--- config.mk ---
export PLATFORM = sky130hd
export DESIGN_NAME = sat_queue
export DESIGN_NICKNAME = d
export VERILOG_FILES = /design/src/design/sat_pkg.sv /design/src/design/sat_queue.sv
export SDC_FILE = /design/constraint.sdc
export NUM_CORES = 1
export LEC_CHECK = 0
export BUFFER_PORTS_ARGS = -buffer_cell sky130_fd_sc_hd__buf_2
export CAP_MARGIN = 20
export CORE_ASPECT_RATIO = 1.75
export CORE_UTILIZATION = 25
export CTS_CLUSTER_DIAMETER = 80
export DETAILED_ROUTE_END_ITERATION = 16
export SETUP_SLACK_MARGIN = 0.15
export SYNTH_ARGS = -nofsm -noshare
export SYNTH_HDL_FRONTEND = slang
export SYNTH_SLANG_ARGS = --single-unit
export TNS_END_PERCENT = 100
--- constraint.sdc ---
create_clock -name clock -period 16.55 [get_ports clock]
set_clock_uncertainty 0.05 [all_clocks]
set_input_delay 0 -clock clock [delete_from_list [all_inputs] [get_ports clock]]
set_output_delay 0 -clock clock [all_outputs]
set_load 0.005 [all_outputs]
--- src/design/sat_pkg.sv ---
package sat_pkg;

   // Table size default and fixed widths
   localparam int MAX_SEGMENTS_DEF = 16;
   localparam int IDX_CMP_W        = 8;

   // Front-to-back queue
   localparam int QUEUE_DEPTH = 2;
   localparam int QPTR_W      = 1;
   localparam int QCNT_W      = 2;

   // Stream widths; the tdata widths are padded to whole bytes
   localparam int REQ_TDATA_W = 200;
   localparam int REQ_TUSER_W = 2;
   localparam int RSP_TDATA_W = 72;

   // Configuration port
   localparam int CSR_IDX_W  = 1;
   localparam int CSR_DATA_W = 32;
   localparam logic [CSR_IDX_W-1:0] CSR_SEGMENTS_IN_USE = 1'b0;
   localparam logic [CSR_IDX_W-1:0] CSR_FILE_LENGTH     = 1'b1;

   // Commands
   localparam logic [1:0] CMD_WRITE = 2'd0;
   localparam logic [1:0] CMD_V2F   = 2'd1;
   localparam logic [1:0] CMD_F2V   = 2'd2;

   // Result status codes
   localparam logic [1:0] STATUS_OK       = 2'd0;
   localparam logic [1:0] STATUS_NO_SEG   = 2'd1;
   localparam logic [1:0] STATUS_NOT_FILE = 2'd2;

   typedef struct packed {
      logic [1:0]  command;
      logic        wr_en;
      logic [3:0]  entry_index;
      logic [63:0] address;
      logic [31:0] read_length;
      logic [31:0] seg_virtual_size;
      logic [31:0] seg_file_size;
      logic [31:0] seg_file_offset;
      logic        seg_executable;
   } item_type;

   typedef struct packed {
      logic empty;
      logic full;
   } q_stat_type;

   typedef struct packed {
      logic        segment_found;
      logic        executable;
      logic        within_file;
      logic [63:0] mapped_value;
      logic [1:0]  status;
   } result_type;

endpackage

--- src/design/sat_queue.sv ---
module sat_queue (
   input  logic                clock,
   input  logic                reset,
   input  logic                push,
   input  sat_pkg::item_type   push_item,
   input  logic                pop,
   output sat_pkg::item_type   pop_item,
   output sat_pkg::q_stat_type q_stat
);
   import sat_pkg::*;

   item_type           mem_ff [QUEUE_DEPTH];
   logic [QPTR_W-1:0]  wr_ptr_ff, wr_ptr_in;
   logic [QPTR_W-1:0]  rd_ptr_ff, rd_ptr_in;
   logic [QCNT_W-1:0]  count_ff, count_in;
   logic               do_push, do_pop;

   assign q_stat.empty = (count_ff == QCNT_W'(0));
   assign q_stat.full  = (count_ff == QCNT_W'(QUEUE_DEPTH));
   assign do_push      = push && !q_stat.full;
   assign do_pop       = pop && !q_stat.empty;
   assign pop_item     = mem_ff[rd_ptr_ff];

   // Pointer and fill count update
   always_comb begin
      wr_ptr_in = do_push ? wr_ptr_ff + QPTR_W'(1) : wr_ptr_ff;
      rd_ptr_in = do_pop ? rd_ptr_ff + QPTR_W'(1) : rd_ptr_ff;
      count_in  = count_ff;
      if (do_push && !do_pop) begin
         count_in = count_ff + QCNT_W'(1);
      end else if (do_pop && !do_push) begin
         count_in = count_ff - QCNT_W'(1);
      end
   end

   always_ff @(posedge clock) begin
      if (reset) begin
         wr_ptr_ff <= '0;
         rd_ptr_ff <= '0;
         count_ff  <= '0;
      end else begin
         wr_ptr_ff <= wr_ptr_in;
         rd_ptr_ff <= rd_ptr_in;
         count_ff  <= count_in;
      end
   end

   always_ff @(posedge clock) begin
      if (do_push) begin
         mem_ff[wr_ptr_ff] <= push_item;
      end
   end

endmodule

==> results.sh <==
export IMPL_dpl_cell_area_um2=17500
export IMPL_critPathKind="reg -> out"
export IMPL_first_pass_iters=4
export IMPL_cts_sinks=405
export IMPL_maxCapViolCount=0
export IMPL_fin_nets=1484
export IMPL_ir_drop_mv=0.0813
export IMPL_drt_iter0_drc=242
export IMPL_crit_required_ns=16.50
export IMPL_clock_latency_ns=0.53
export IMPL_start_kind="flip-flop"
export IMPL_port_buffers=405
export IMPL_hold_viol=0
export IMPL_gp_congestion=0.777
export IMPL_postSynthRegisterBits=405
export IMPL_total_power_w=0.00289
export IMPL_synth_cells=647
export IMPL_finalCritPeriodShare=0.188
export IMPL_arrival_ns=3.07
export IMPL_path_max_fanout=70
export IMPL_die_h_um=323
export IMPL_hold_ws_ns=0.128
export IMPL_die_x_um=185
export IMPL_grt_pass1_vias=8920
export IMPL_clk_pin_slew_ns=0.06
export IMPL_drc=0
export IMPL_start_util=0.253
export IMPL_min_period_ns=3.12
export IMPL_synthDistinctLibCells=14
export IMPL_critical_path_cell_chain="buf_4 -> mux2_2 -> buf_2"
export IMPL_cpMaxStageDelayCell="dfxtp_4"
export IMPL_drt_wl_total_mm=33.4
export IMPL_cts_resized=0
export IMPL_yosysSeqAreaShare=0.823
export IMPL_cts_root_buffer="clkbuf_16"
export IMPL_critPathTopFamily="flip-flops"
export IMPL_worst_pin_slew_ns=1.10
export IMPL_cts_tree="done"
export IMPL_cts_made_buffers=38
export IMPL_die_area_um2=59900
export IMPL_grt_util_all_layers=0.108
export IMPL_grt_antenna_before_repair=6
export IMPL_slowest_delay_ns=1.02
export IMPL_htree_levels=2
export IMPL_syn2layout_area_growth_pct=41.8
export IMPL_ant_nets=0
export IMPL_setup_ws_ns=13.43
export IMPL_via_count=8277
export IMPL_outcome="completed"
export IMPL_grt_max_degree=127
export IMPL_grt_pass1_wl_mm=48.7
export IMPL_stdcell_area_um2=20900
export IMPL_insertedDiodeCount=0
export IMPL_gr_total_overflow=0
export IMPL_num_io_pins=406
export IMPL_drive_gt1_frac=0.516
export IMPL_rsz0062_at_grt="false"
export IMPL_worst_setup_path_end_kind="primary output"
export IMPL_hp_class="in -> reg"
export IMPL_via_per_inst=3.98
export IMPL_pre_cts_slack_ns=13.39
export IMPL_hpwl_mm=21.6
export IMPL_clk_path_buf_depth=3
export IMPL_synth_nets=852
export IMPL_wl_per_cell_um=16.0
export IMPL_slew_viol_final=0
export IMPL_total_leakage_power_nw=7.69
export IMPL_fmax_mhz=321
export IMPL_fin_setup_tns_ns=0
export IMPL_finalSetupViolations=0
export IMPL_path_buf_inv=2
export IMPL_power_density_nw_per_um2=138
export IMPL_syn_area_per_cell_um2=22.8
export IMPL_netlist_area_um2=14700
export IMPL_core_area_um2=58100
export IMPL_relSlewSlack=0.268
export IMPL_rows=117
export IMPL_ys_warnings_count=0
-- repair_timing --
action,4_1_cts,5_1_grt
hold buffers,204,0
endpoints found under the setup margin,0,0
endpoints found under the hold margin,405,0
setup buffers,0,0
-- report_power, final --
group / switching (W) / total, W / internal [W]
Combinational: 0.000307 / 0.000634 / 0.000328
Clock: 0.000373 / 0.000909 / 0.000536
Sequential: 0.0000525 / 0.00134 / 0.00129
-- registers in the layout (all words and copies together) (netlist names), named ones only --
register,cells
count_ff,2
wr_ptr_ff,1
rd_ptr_ff,1
mem_ff,400
-- final cells by class --
class | instances | area [um2]
inverters | 2 | 15.0
clock buffers | 46 | 1050
well taps | 773 | 967
multi-input cells | 218 | 2360
flip-flops and latches | 405 | 12100
clock inverters | 22 | 255
fillers | 5507 | 37200
repair buffers | 614 | 4110
-- logic make-up (layout without fill, tap and decap cells) --
family	after synthesis	after routing	share of synthesized area
adder cells (fa/ha/maj)	1	1	0.000850
multiplexers	200	200	0.153
buffers and inverters	24	684	0.0168
flip-flops	405	405	0.823
XOR/XNOR	3	3	0.00179
AO/OA/AOI/OAI	5	5	0.00170
AND/OR/NAND/NOR	9	9	0.00315
-- synth_stat cells (all sizes together) --
master  instances  area (um2)
inv             2        7.51
dfxtp           5         100
edfxtp        400       12000
or3             2        12.5
xor2            3        26.3
and2            1        6.26
nor2            5        18.8
ha              1        12.5
buf            22         240
a21oi           2        10.0
nor2b           1        8.76
mux2          200        2250
o21ai           3        15.0
-- worst paths after layout --
check	start	endpoint	slack (ns)	cells after the start
max	flip-flop	pop_item[143]	13.43	3
min	push_item[62]	mem_ff[1][62]	0.13	2
max reg2reg	count_ff[0]	mem_ff[0][59]	13.55	4
min reg2reg	rd_ptr_ff	rd_ptr_ff	0.45	2
-- layout by cell type, fill, tap and decap left out, drive strengths merged --
cell type,count
dfxtp,5
and2,1
a21oi,2
ha,1
buf,410
o21ai,3
or3,2
bufinv,5
inv,6
clkinv,12
nor2b,1
xor2,3
edfxtp,400
mux2,200
dlygate4sd3,204
clkbuf,46
nor2,5
clkinvlp,1
-- per-layer routing --
layer | share of wire | up-vias | global-route usage
li1 | - | 3845 | -
met3 | 0.068 | 76 | 0.0301
met1 | 0.35 | 4042 | 0.105
met2 | 0.54 | 302 | 0.202
met5 | 0.0023 | - | 0
met4 | 0.042 | 12 | 0.0571
-- stage by stage --
step | cells | util
after floorplan | 647 | -
after global placement | 1808 | 0.302
after detailed placement | 1808 | 0.302
after CTS | 2080 | 0.359
after global routing | 2080 | 0.359
final | 2080 | 0.359
(Power assumes the default switching activity.)
