--- src/design/sat_pkg.sv ---
package sat_pkg;

   // Table size default and fixed widths
   localparam int MAX_SEGMENTS_DEF = 16;
   localparam int IDX_CMP_W        = 8;

   // Front-to-back queue
   localparam int QUEUE_DEPTH = 2;
   localparam int QPTR_W      = 1;
   localparam int QCNT_W      = 2;

   // Stream widths; the tdata widths are padded to whole bytes
   localparam int REQ_TDATA_W = 200;
   localparam int REQ_TUSER_W = 2;
   localparam int RSP_TDATA_W = 72;

   // Configuration port
   localparam int CSR_IDX_W  = 1;
   localparam int CSR_DATA_W = 32;
   localparam logic [CSR_IDX_W-1:0] CSR_SEGMENTS_IN_USE = 1'b0;
   localparam logic [CSR_IDX_W-1:0] CSR_FILE_LENGTH     = 1'b1;

   // Commands
   localparam logic [1:0] CMD_WRITE = 2'd0;
   localparam logic [1:0] CMD_V2F   = 2'd1;
   localparam logic [1:0] CMD_F2V   = 2'd2;

   // Result status codes
   localparam logic [1:0] STATUS_OK       = 2'd0;
   localparam logic [1:0] STATUS_NO_SEG   = 2'd1;
   localparam logic [1:0] STATUS_NOT_FILE = 2'd2;

   typedef struct packed {
      logic [1:0]  command;
      logic        wr_en;
      logic [3:0]  entry_index;
      logic [63:0] address;
      logic [31:0] read_length;
      logic [31:0] seg_virtual_size;
      logic [31:0] seg_file_size;
      logic [31:0] seg_file_offset;
      logic        seg_executable;
   } item_type;

   typedef struct packed {
      logic empty;
      logic full;
   } q_stat_type;

   typedef struct packed {
      logic        segment_found;
      logic        executable;
      logic        within_file;
      logic [63:0] mapped_value;
      logic [1:0]  status;
   } result_type;

endpackage

--- src/design/sat_front.sv ---
module sat_front #(
   parameter int MAX_SEGMENTS = sat_pkg::MAX_SEGMENTS_DEF
) (
   input  logic                clock,
   input  logic                reset,
   input  logic                req_valid,
   output logic                req_ready,
   input  sat_pkg::item_type   req_item,
   input  sat_pkg::q_stat_type q_stat,
   output logic                push,
   output sat_pkg::item_type   push_item
);
   import sat_pkg::*;

   logic     fr_valid_ff, fr_valid_in;
   item_type fr_item_ff, fr_item_in;
   item_type classified;
   logic     accept;

   // Tag writes that land inside the table; others are dropped later
   always_comb begin
      classified       = req_item;
      classified.wr_en = (req_item.command == CMD_WRITE) &&
                         (IDX_CMP_W'(req_item.entry_index) < IDX_CMP_W'(MAX_SEGMENTS));
   end

   assign req_ready = !fr_valid_ff || !q_stat.full;
   assign accept    = req_valid && req_ready;
   assign push      = fr_valid_ff && !q_stat.full;
   assign push_item = fr_item_ff;

   always_comb begin
      fr_valid_in = fr_valid_ff;
      fr_item_in  = fr_item_ff;
      if (accept) begin
         fr_valid_in = 1'b1;
         fr_item_in  = classified;
      end else if (push) begin
         fr_valid_in = 1'b0;
      end
   end

   always_ff @(posedge clock) begin
      if (reset) begin
         fr_valid_ff <= 1'b0;
      end else begin
         fr_valid_ff <= fr_valid_in;
      end
      fr_item_ff <= fr_item_in;
   end

endmodule

--- config.mk ---
export PLATFORM = sky130hd
export DESIGN_NAME = sat_front
export DESIGN_NICKNAME = d
export VERILOG_FILES = /design/src/design/sat_pkg.sv /design/src/design/sat_front.sv
export SDC_FILE = /design/constraint.sdc
export NUM_CORES = 1
export LEC_CHECK = 0
export BUFFER_PORTS_ARGS = -buffer_cell sky130_fd_sc_hd__buf_2
export CAP_MARGIN = 20
export CORE_AREA = 2 2 157 159
export CTS_CLUSTER_SIZE = 30
export DETAILED_ROUTE_END_ITERATION = 10
export DIE_AREA = 0 0 159 161
export PLACE_DENSITY = 0.53
export SKIP_CTS_REPAIR_TIMING = 1
export SLEW_MARGIN = 5
export SYNTH_ARGS = -nofsm -noshare
export SYNTH_HDL_FRONTEND = slang
export SYNTH_SLANG_ARGS = --single-unit
--- constraint.sdc ---
create_clock -name clock -period 8.6 [get_ports clock]
set_input_delay 1.72 -clock clock [delete_from_list [all_inputs] [get_ports clock]]
set_output_delay 1.72 -clock clock [all_outputs]
set_load 0.03 [all_outputs]
==> load_flow_metrics.sql, run 1 <==
INSERT INTO impl_metrics (metric_group, metric, value, unit) VALUES
('run_status', 'run_status', 'finished clean', ''),
('sta', 'finalCriticalPeriod', '3940', 'ps'),
('clock_network', 'cts-root-to-sink-buffers', '3', ''),
('synth', 'syn_inst', '207', ''),
('layout', 'nets', '842', ''),
('clock_network', 'cts_tree', 'built', ''),
('power', 'intPower', '1.70', 'mW'),
('die', 'die-area', '0.0256', 'mm²'),
('sta', 'worst-slew-pin-transition', '1050', 'ps'),
('power', 'net_switching_power_of_the_design', '0.536', 'mW'),
('min_path', 'worst_hold_path.endpoint', 'fr_valid_ff', ''),
('job', 'max-cap-violations', '0', ''),
('synth', 'synth.largest_area_cell', 'edfxtp_1', ''),
('power', 'proportion_of_power_drawn_by_flip_flops_and_latches', '0.519', ''),
('worst_setup_path', 'critical_path_required', '6880', 'ps'),
('place', 'placement.io_buffers', '404', ''),
('worst_setup_path', 'critical_path.max_stage_delay', '200', 'ps'),
('worst_setup_path', 'worst_r2r_startpoint', 'fr_valid_ff', ''),
('routing', 'final_antenna_net_count', '0', ''),
('layout', 'post_route_cells_drive_above_1_share', '0.670', ''),
('worst_setup_path', 'reg2reg_slack', '6160', 'ps'),
('sta', 'post_route_setup_tns', '0', 'ps'),
('die', 'num_io_pins', '407', ''),
('die', 'dieWidth', '159', 'µm'),
('power', 'netSwitchingFraction', '0.240', ''),
('routing', 'routed-via-count', '3689', ''),
('synth', 'synth.cell_area', '0.00606', 'mm²'),
('routing', 'number_of_iterations_in_the_first_detailed_routing_pass', '3', ''),
('sta', 'clock_skew', '11.5', 'ps'),
('die', 'core_area', '0.0240', 'mm²'),
('synth', 'synth.lib_cells_used.distinct', '7', ''),
('sta', 'max_slew_margin', '0.300', ''),
('synth', 'synthesis.yosys.warnings', '0', ''),
('worst_setup_path', 'critical_path_peak_fanout', '3', ''),
('clock_network', 'clkSinkCount', '201', ''),
('routing', 'totalWireLength', '16100', 'µm'),
('sta', 'final_hold_viol_count', '0', ''),
('worst_setup_path', 'crit_top_cell', 'buf_2', ''),
('place', 'place_ws', '4610', 'ps'),
('place', 'hpwl', '12100', 'µm'),
('grt', 'grt_overflow', '0', ''),
('sta', 'rsz0062_at_grt', 'no', ''),
('clock_network', 'clk_pin_slew_worst_paths', '60', 'ps'),
('place', 'gpl.final_weighted_congestion', '0.741', ''),
('synth', 'synth_area_leaders', 'edfxtp_1 (99%), dfxtp_1 (0.33%), and2b_2 (0.14%), nor2_1 (0.12%), and2_1 (0.10%)', ''),
('worst_setup_path', 'timing.critical_path.from_type', 'input port', ''),
('synth', 'postSynthNetCount', '412', ''),
('min_path', 'min_path_cells', '2', ''),
('grt', 'grt.total_usage', '0.119', ''),
('worst_setup_path', 'cp_data_arrival_time', '2220', 'ps'),
('routing', 'detail_route.iter0.violations', '141', ''),
('sta', 'final-max-slew-violation-count', '0', ''),
('worst_setup_path', 'endpoint_of_the_most_critical_register_to_register_path', 'push_item[101]', ''),
('worst_setup_path', 'crit_path_top_delay_cell', 'and2b_2', ''),
('place', 'placed_cell_area', '0.00850', 'mm²'),
('sta', 'layout_worst_path_cycle_share', '0.458', ''),
('die', 'die_h', '161', 'µm'),
('worst_setup_path', 'reg2reg_depth', '3', ''),
('grt', 'pin_count_of_the_biggest_net_entering_global_routing', '83', ''),
('grt', 'grt_pass1_wl', '22900', 'µm'),
('power', 'p_leak', '3.87', 'nW'),
('worst_setup_path', 'crit_type', 'input port to output port', ''),
('worst_setup_path', 'path_cells', 'buf_2, and2b_2, buf_2', ''),
('synth', 'yosys.area.top_type_share', '0.992', ''),
('die', 'initial_core_utilization', '0.253', ''),
('routing', 'drc', '0', ''),
('clock_network', 'number_of_levels_the_h_tree_was_split_into', '1', ''),
('power', 'powerDensity', '245', 'mW/mm²'),
('sta', 'timing.hold.ws', '547', 'ps'),
('min_path', 'worst_hold_path_type', 'flop to flop', ''),
('power', 'clock_power_share', '0.374', '');
[registers in the layout, indices dropped and copies added (netlist names)]
name and flops:
fr_valid_ff 1, push_item 200
[worst max-delay path by stage]
stage              start        endpoint  slack [ps]  cells after the start
3_5_place_dp   q_stat[0]  push_item[101]        4610                      4
6_report       q_stat[0]            push        4660                      3
4_1_cts        q_stat[0]            push        4660                      3
3_3_place_gp   q_stat[0]  push_item[152]        4650                      4
5_1_grt        q_stat[0]            push        4660                      3
2_1_floorplan  q_stat[0]    push_item[0]        1440                      2
[Yosys cell counts (all sizes together)]
cell type	n
edfxtp	200
nor2	2
a21oi	1
and2	1
and2b	1
dfxtp	1
nand2	1
[cell type report]
| type | instances | area (µm²) | area share |
|---|---|---|---|
| antenna | 1 | 2.50 | 0.000274 |
| clock buffer | 29 | 598 | 0.0655 |
| clock inverter | 7 | 35.0 | 0.00383 |
| multi-input combinational | 6 | 33.8 | 0.00370 |
| sequential | 201 | 6030 | 0.659 |
| tap | 324 | 405 | 0.0444 |
| timing repair buffer | 406 | 2040 | 0.223 |
[power by group through the flow]
stage / Combinational (mW) / Sequential, mW / Clock, mW
after floorplan: 0.0184 / 1.31 / 0
after global placement: 0.242 / 1.18 / 0
after detailed placement: 0.245 / 1.18 / 0
after CTS: 0.245 / 1.16 / 0.878
after global routing: 0.254 / 1.17 / 0.902
final: 0.240 / 1.16 / 0.836
[kinds of logic (layout without fill, tap and decap cells)]
kind of cell           after synthesis  count (layout)  share of synthesized area
other                                0               1                          0
buffers and inverters                0             442                          0
AOI/OAI and AO/OA                    1               1                   0.000825
DFF                                201             201                      0.995
and+or+nand+nor                      5               5                    0.00434
[critical path, delay by kind of cell]
family | cells | cell delay, ps
buffers and inverters | 2 | 300
and+or+nand+nor | 1 | 200
[layer usage]
layer  share of wire  vias to the layer above  global-route usage
met2            0.49                      246               0.205
met5               0                        -                   0
met1            0.37                     1707               0.133
met3            0.11                       32              0.0498
li1                -                     1704                   -
met4           0.035                        0              0.0442
[per-stage QoR]
| stage | std cells | utilization | power (mW) |
|---|---|---|---|
| finish | 974 | 0.381 | 2.24 |
| global route | 974 | 0.381 | 2.32 |
| CTS | 973 | 0.381 | 2.28 |
| detailed placement | 937 | 0.355 | 1.43 |
| global placement | 937 | 0.355 | 1.42 |
| floorplan | 207 | - | 1.33 |
[cell usage in the layout, fill, tap and decap left out, types with 2 or more instances in the layout]
cell	count
buf_2	404
clkbuf_1	6
clkbuf_16	23
edfxtp_1	200
clkinv_1	3
buf_4	2
clkinv_2	3
nor2_1	2
Power figures use the tool's default switching activity.
==> inputs of run 2 (changes only) <==
--- a/config.mk
+++ b/config.mk
@@ -5,12 +5,13 @@
 export SDC_FILE = /design/constraint.sdc
 export NUM_CORES = 1
 export LEC_CHECK = 0
+export ABC_AREA = 1
 export BUFFER_PORTS_ARGS = -buffer_cell sky130_fd_sc_hd__buf_2
 export CAP_MARGIN = 20
-export CORE_AREA = 2 2 157 159
+export CORE_AREA = 2 2 158 160
 export CTS_CLUSTER_SIZE = 30
 export DETAILED_ROUTE_END_ITERATION = 10
-export DIE_AREA = 0 0 159 161
+export DIE_AREA = 0 0 160 162
 export PLACE_DENSITY = 0.53
 export SKIP_CTS_REPAIR_TIMING = 1
 export SLEW_MARGIN = 5
==> constraint.sdc (replaced) <==
create_clock -name clock -period 3.75 [get_ports clock]
set_input_delay 0.75 -clock clock [delete_from_list [all_inputs] [get_ports clock]]
set_output_delay 0.75 -clock clock [all_outputs]
set_load 0.03 [all_outputs]
==> load_flow_metrics.sql, run 2 <==
INSERT INTO impl_metrics (metric_group, metric, value, unit) VALUES
('layout', 'area_growth_syn_to_layout', '52.6', '%'),
('synth', 'synth_flop_cell', 'edfxtp_1', ''),
('place', 'placement.io_buffers', '404', ''),
('grt', 'grt_antenna_before_repair', '5', ''),
('worst_setup_path', 'reg2reg_slack', '2140', 'ps'),
('worst_setup_path', 'critical_path.max_stage_delay', '400', 'ps'),
('sta', 'post_route_setup_tns', '0', 'ps'),
('min_path', 'worst_hold_path_type', 'input port to flop', ''),
('die', 'num_io_pins', '407', ''),
('min_path', 'min_path_cells', '1', ''),
('worst_setup_path', 'cp_data_arrival_time', '1230', 'ps'),
('min_path', 'worst_hold_path.endpoint', 'push_item[107]', ''),
('routing', 'post_drt_wl_per_cell', '16.2', 'µm'),
('synth', 'yosysSeqAreaShare', '0.994', ''),
('place', 'hpwl', '11800', 'µm'),
('die', 'die_h', '162', 'µm'),
('clock_network', 'cts_tree', 'built', ''),
('grt', 'grt_overflow', '0', ''),
('layout', 'nets', '843', ''),
('synth', 'yosys.area.top_type_share', '0.991', ''),
('synth', 'synth.largest_area_cell', 'edfxtp_1', ''),
('layout', 'mostFrequentLayoutCells', 'buf_2 (404), edfxtp_1 (200), clkbuf_16 (23)', ''),
('worst_setup_path', 'endpoint_kind', 'output port', ''),
('synth', 'synth.cell_area', '0.00606', 'mm²'),
('grt', 'grt_pass1_wl', '22300', 'µm'),
('synth', 'synth.lib_cells_used.distinct', '7', ''),
('synth', 'avgSynthCellArea', '29.1', 'µm²'),
('routing', 'totalWireLength', '15900', 'µm'),
('sta', 'final-max-slew-violation-count', '0', ''),
('synth', 'syn_inst', '208', ''),
('power', 'p_leak', '3.91', 'nW'),
('layout', 'final_core_utilization', '0.384', ''),
('clock_network', 'clkSinkCount', '201', ''),
('sta', 'clock_skew', '5.19', 'ps'),
('clock_network', 'worst_skew_pair.late_latency', '500', 'ps'),
('die', 'dieWidth', '160', 'µm'),
('synth', 'yosys-top-cells-count', 'edfxtp_1 (200), inv_1 (2), nor2_1 (2)', ''),
('synth', 'synthArstFlopShare', '0', ''),
('synth', 'postSynthNetCount', '413', ''),
('run_status', 'run_status', 'finished clean', ''),
('synth', 'synth-seq-cells', '201', ''),
('die', 'core_area', '0.0241', 'mm²'),
('sta', 'rsz0062_at_grt', 'no', ''),
('power', 'total_power', '5.31', 'mW'),
('layout', 'largest_register_ff_count', '200', ''),
('power', 'powerDensity', '574', 'mW/mm²'),
('sta', 'final_hold_viol_count', '0', ''),
('sta', 'setup-violations-final', '0', ''),
('worst_setup_path', 'critical_path_required', '3000', 'ps'),
('grt', 'grt.total_usage', '0.115', ''),
('job', 'max-cap-violations', '0', ''),
('sta', 'finalCriticalPeriod', '1980', 'ps'),
('worst_setup_path', 'crit_type', 'flop to output port', ''),
('worst_setup_path', 'critical_path_peak_fanout', '3', ''),
('synth', 'synth_edf_count', '200', ''),
('synth', 'synth.most_common_cell', 'edfxtp_1', ''),
('die', 'initial_core_utilization', '0.251', ''),
('synth', 'synthesis.yosys.warnings', '0', ''),
('layout', 'post_route_cells_drive_above_1_share', '0.673', ''),
('routing', 'final_antenna_net_count', '0', ''),
('worst_setup_path', 'worst_r2r_startpoint', 'fr_valid_ff', ''),
('clock_network', 'clk_pin_slew_worst_paths', '60', 'ps'),
('clock_network', 'cts-root-to-sink-buffers', '3', ''),
('routing', 'routed-via-count', '3699', ''),
('synth', 'synth_area_leaders', 'edfxtp_1 (99%), dfxtp_1 (0.33%), a21oi_2 (0.14%), inv_1 (0.12%), nor2_1 (0.12%)', ''),
('routing', 'number_of_iterations_in_the_first_detailed_routing_pass', '4', ''),
('sta', 'max_freq', '505', 'MHz'),
('worst_setup_path', 'endpoint_of_the_most_critical_register_to_register_path', 'push_item[11]', ''),
('place', 'gpl.final_weighted_congestion', '0.740', ''),
('clock_network', 'number_of_levels_the_h_tree_was_split_into', '1', ''),
('clock_network', 'ctsRootBufferMaster', 'clkbuf_16', ''),
('sta', 'max_slew_margin', '0.440', ''),
('layout', 'final_common_cell', 'buf_2', ''),
('routing', 'drc', '0', ''),
('power', 'worst_ir_drop_vdd', '0.330', 'mV'),
('grt', 'grt_pass1_vias', '3733', ''),
('worst_setup_path', 'timing.critical_path.from_type', 'flop', ''),
('sta', 'layout_worst_path_cycle_share', '0.528', ''),
('grt', 'pin_count_of_the_biggest_net_entering_global_routing', '135', ''),
('worst_setup_path', 'crit_path_top_delay_cell', 'dfxtp_1', ''),
('sta', 'worst-slew-pin-transition', '840', 'ps'),
('clock_network', 'cts_buffers', '22', ''),
('worst_setup_path', 'path_cells', 'inv_1, nor2_1, buf_2', ''),
('die', 'rows', '57', ''),
('routing', 'detail_route.iter0.violations', '152', ''),
('min_path', 'min_from', 'req_item[107]', ''),
('worst_setup_path', 'reg2reg_depth', '2', ''),
('routing', 'route.detailed.vias_per_inst', '3.76', ''),
('die', 'die-area', '0.0259', 'mm²');
-- run 2: cell types whose count changed in the layout (fill, tap and decap cells not counted), moves of 2 or more --
cell,previous run,this run
bufinv_16,0,2
diode_2,1,5
clkinv_1,3,7
clkbuf_1,6,3
-- run 2: cell type report --
class	count	area [µm²]
fillers	2340	14900
flip-flops and latches	201	6030
repair buffers	406	2050
clock buffers	26	587
well taps	324	405
clock inverters	14	118
multi-input cells	5	38.8
diodes	5	12.5
inverters	2	10.0
-- run 2: per-layer routing --
layer,track usage,share of wire,vias up
met2,0.205,0.52,228
li1,-,-,1720
met4,0.0430,0.032,2
met1,0.121,0.34,1722
met3,0.0485,0.11,27
met5,0,0.00082,-
-- run 2: worst max-delay path, delay by kind of cell, from the launching register on --
kind / cells / cell delay [ps]
buffers and inverters: 2 / 250
and+or+nand+nor: 1 / 70
DFF: 1 / 400
-- run 2: power by group --
group	leakage [nW]	internal, mW	switching (mW)
sequential	1.94	2.63	0.0283
combinational	1.62	0.159	0.394
clock	0.343	1.25	0.844
-- run 2: through the flow --
stage	setup slack [ps]	hold slack [ps]	instances	instance area, µm²
2_1_floorplan	-720	609	208	6070
3_3_place_gp	1580	505	938	8530
3_5_place_dp	1570	512	938	8530
4_1_cts	1740	381	978	9230
5_1_grt	1700	388	979	9240
6_report	1770	421	983	9250
-- run 2: how the worst max path moves through the flow --
stage	from	to	slack [ps]
2_1_floorplan	q_stat[0]	push_item[0]	-720
3_3_place_gp	req_valid	push_item[11]	1580
3_5_place_dp	req_valid	push_item[106]	1570
4_1_cts	fr_valid_ff	push	1740
5_1_grt	fr_valid_ff	push	1700
6_report	fr_valid_ff	push	1770
-- run 2: kinds of logic (layout without fill, tap and decap cells) --
kind of cell,after synthesis,after routing,share of synthesized area
simple gates,3,3,0.00227
other cells,0,5,0
flops,201,201,0.994
buf+inv,2,448,0.00124
compound gates,2,2,0.00227
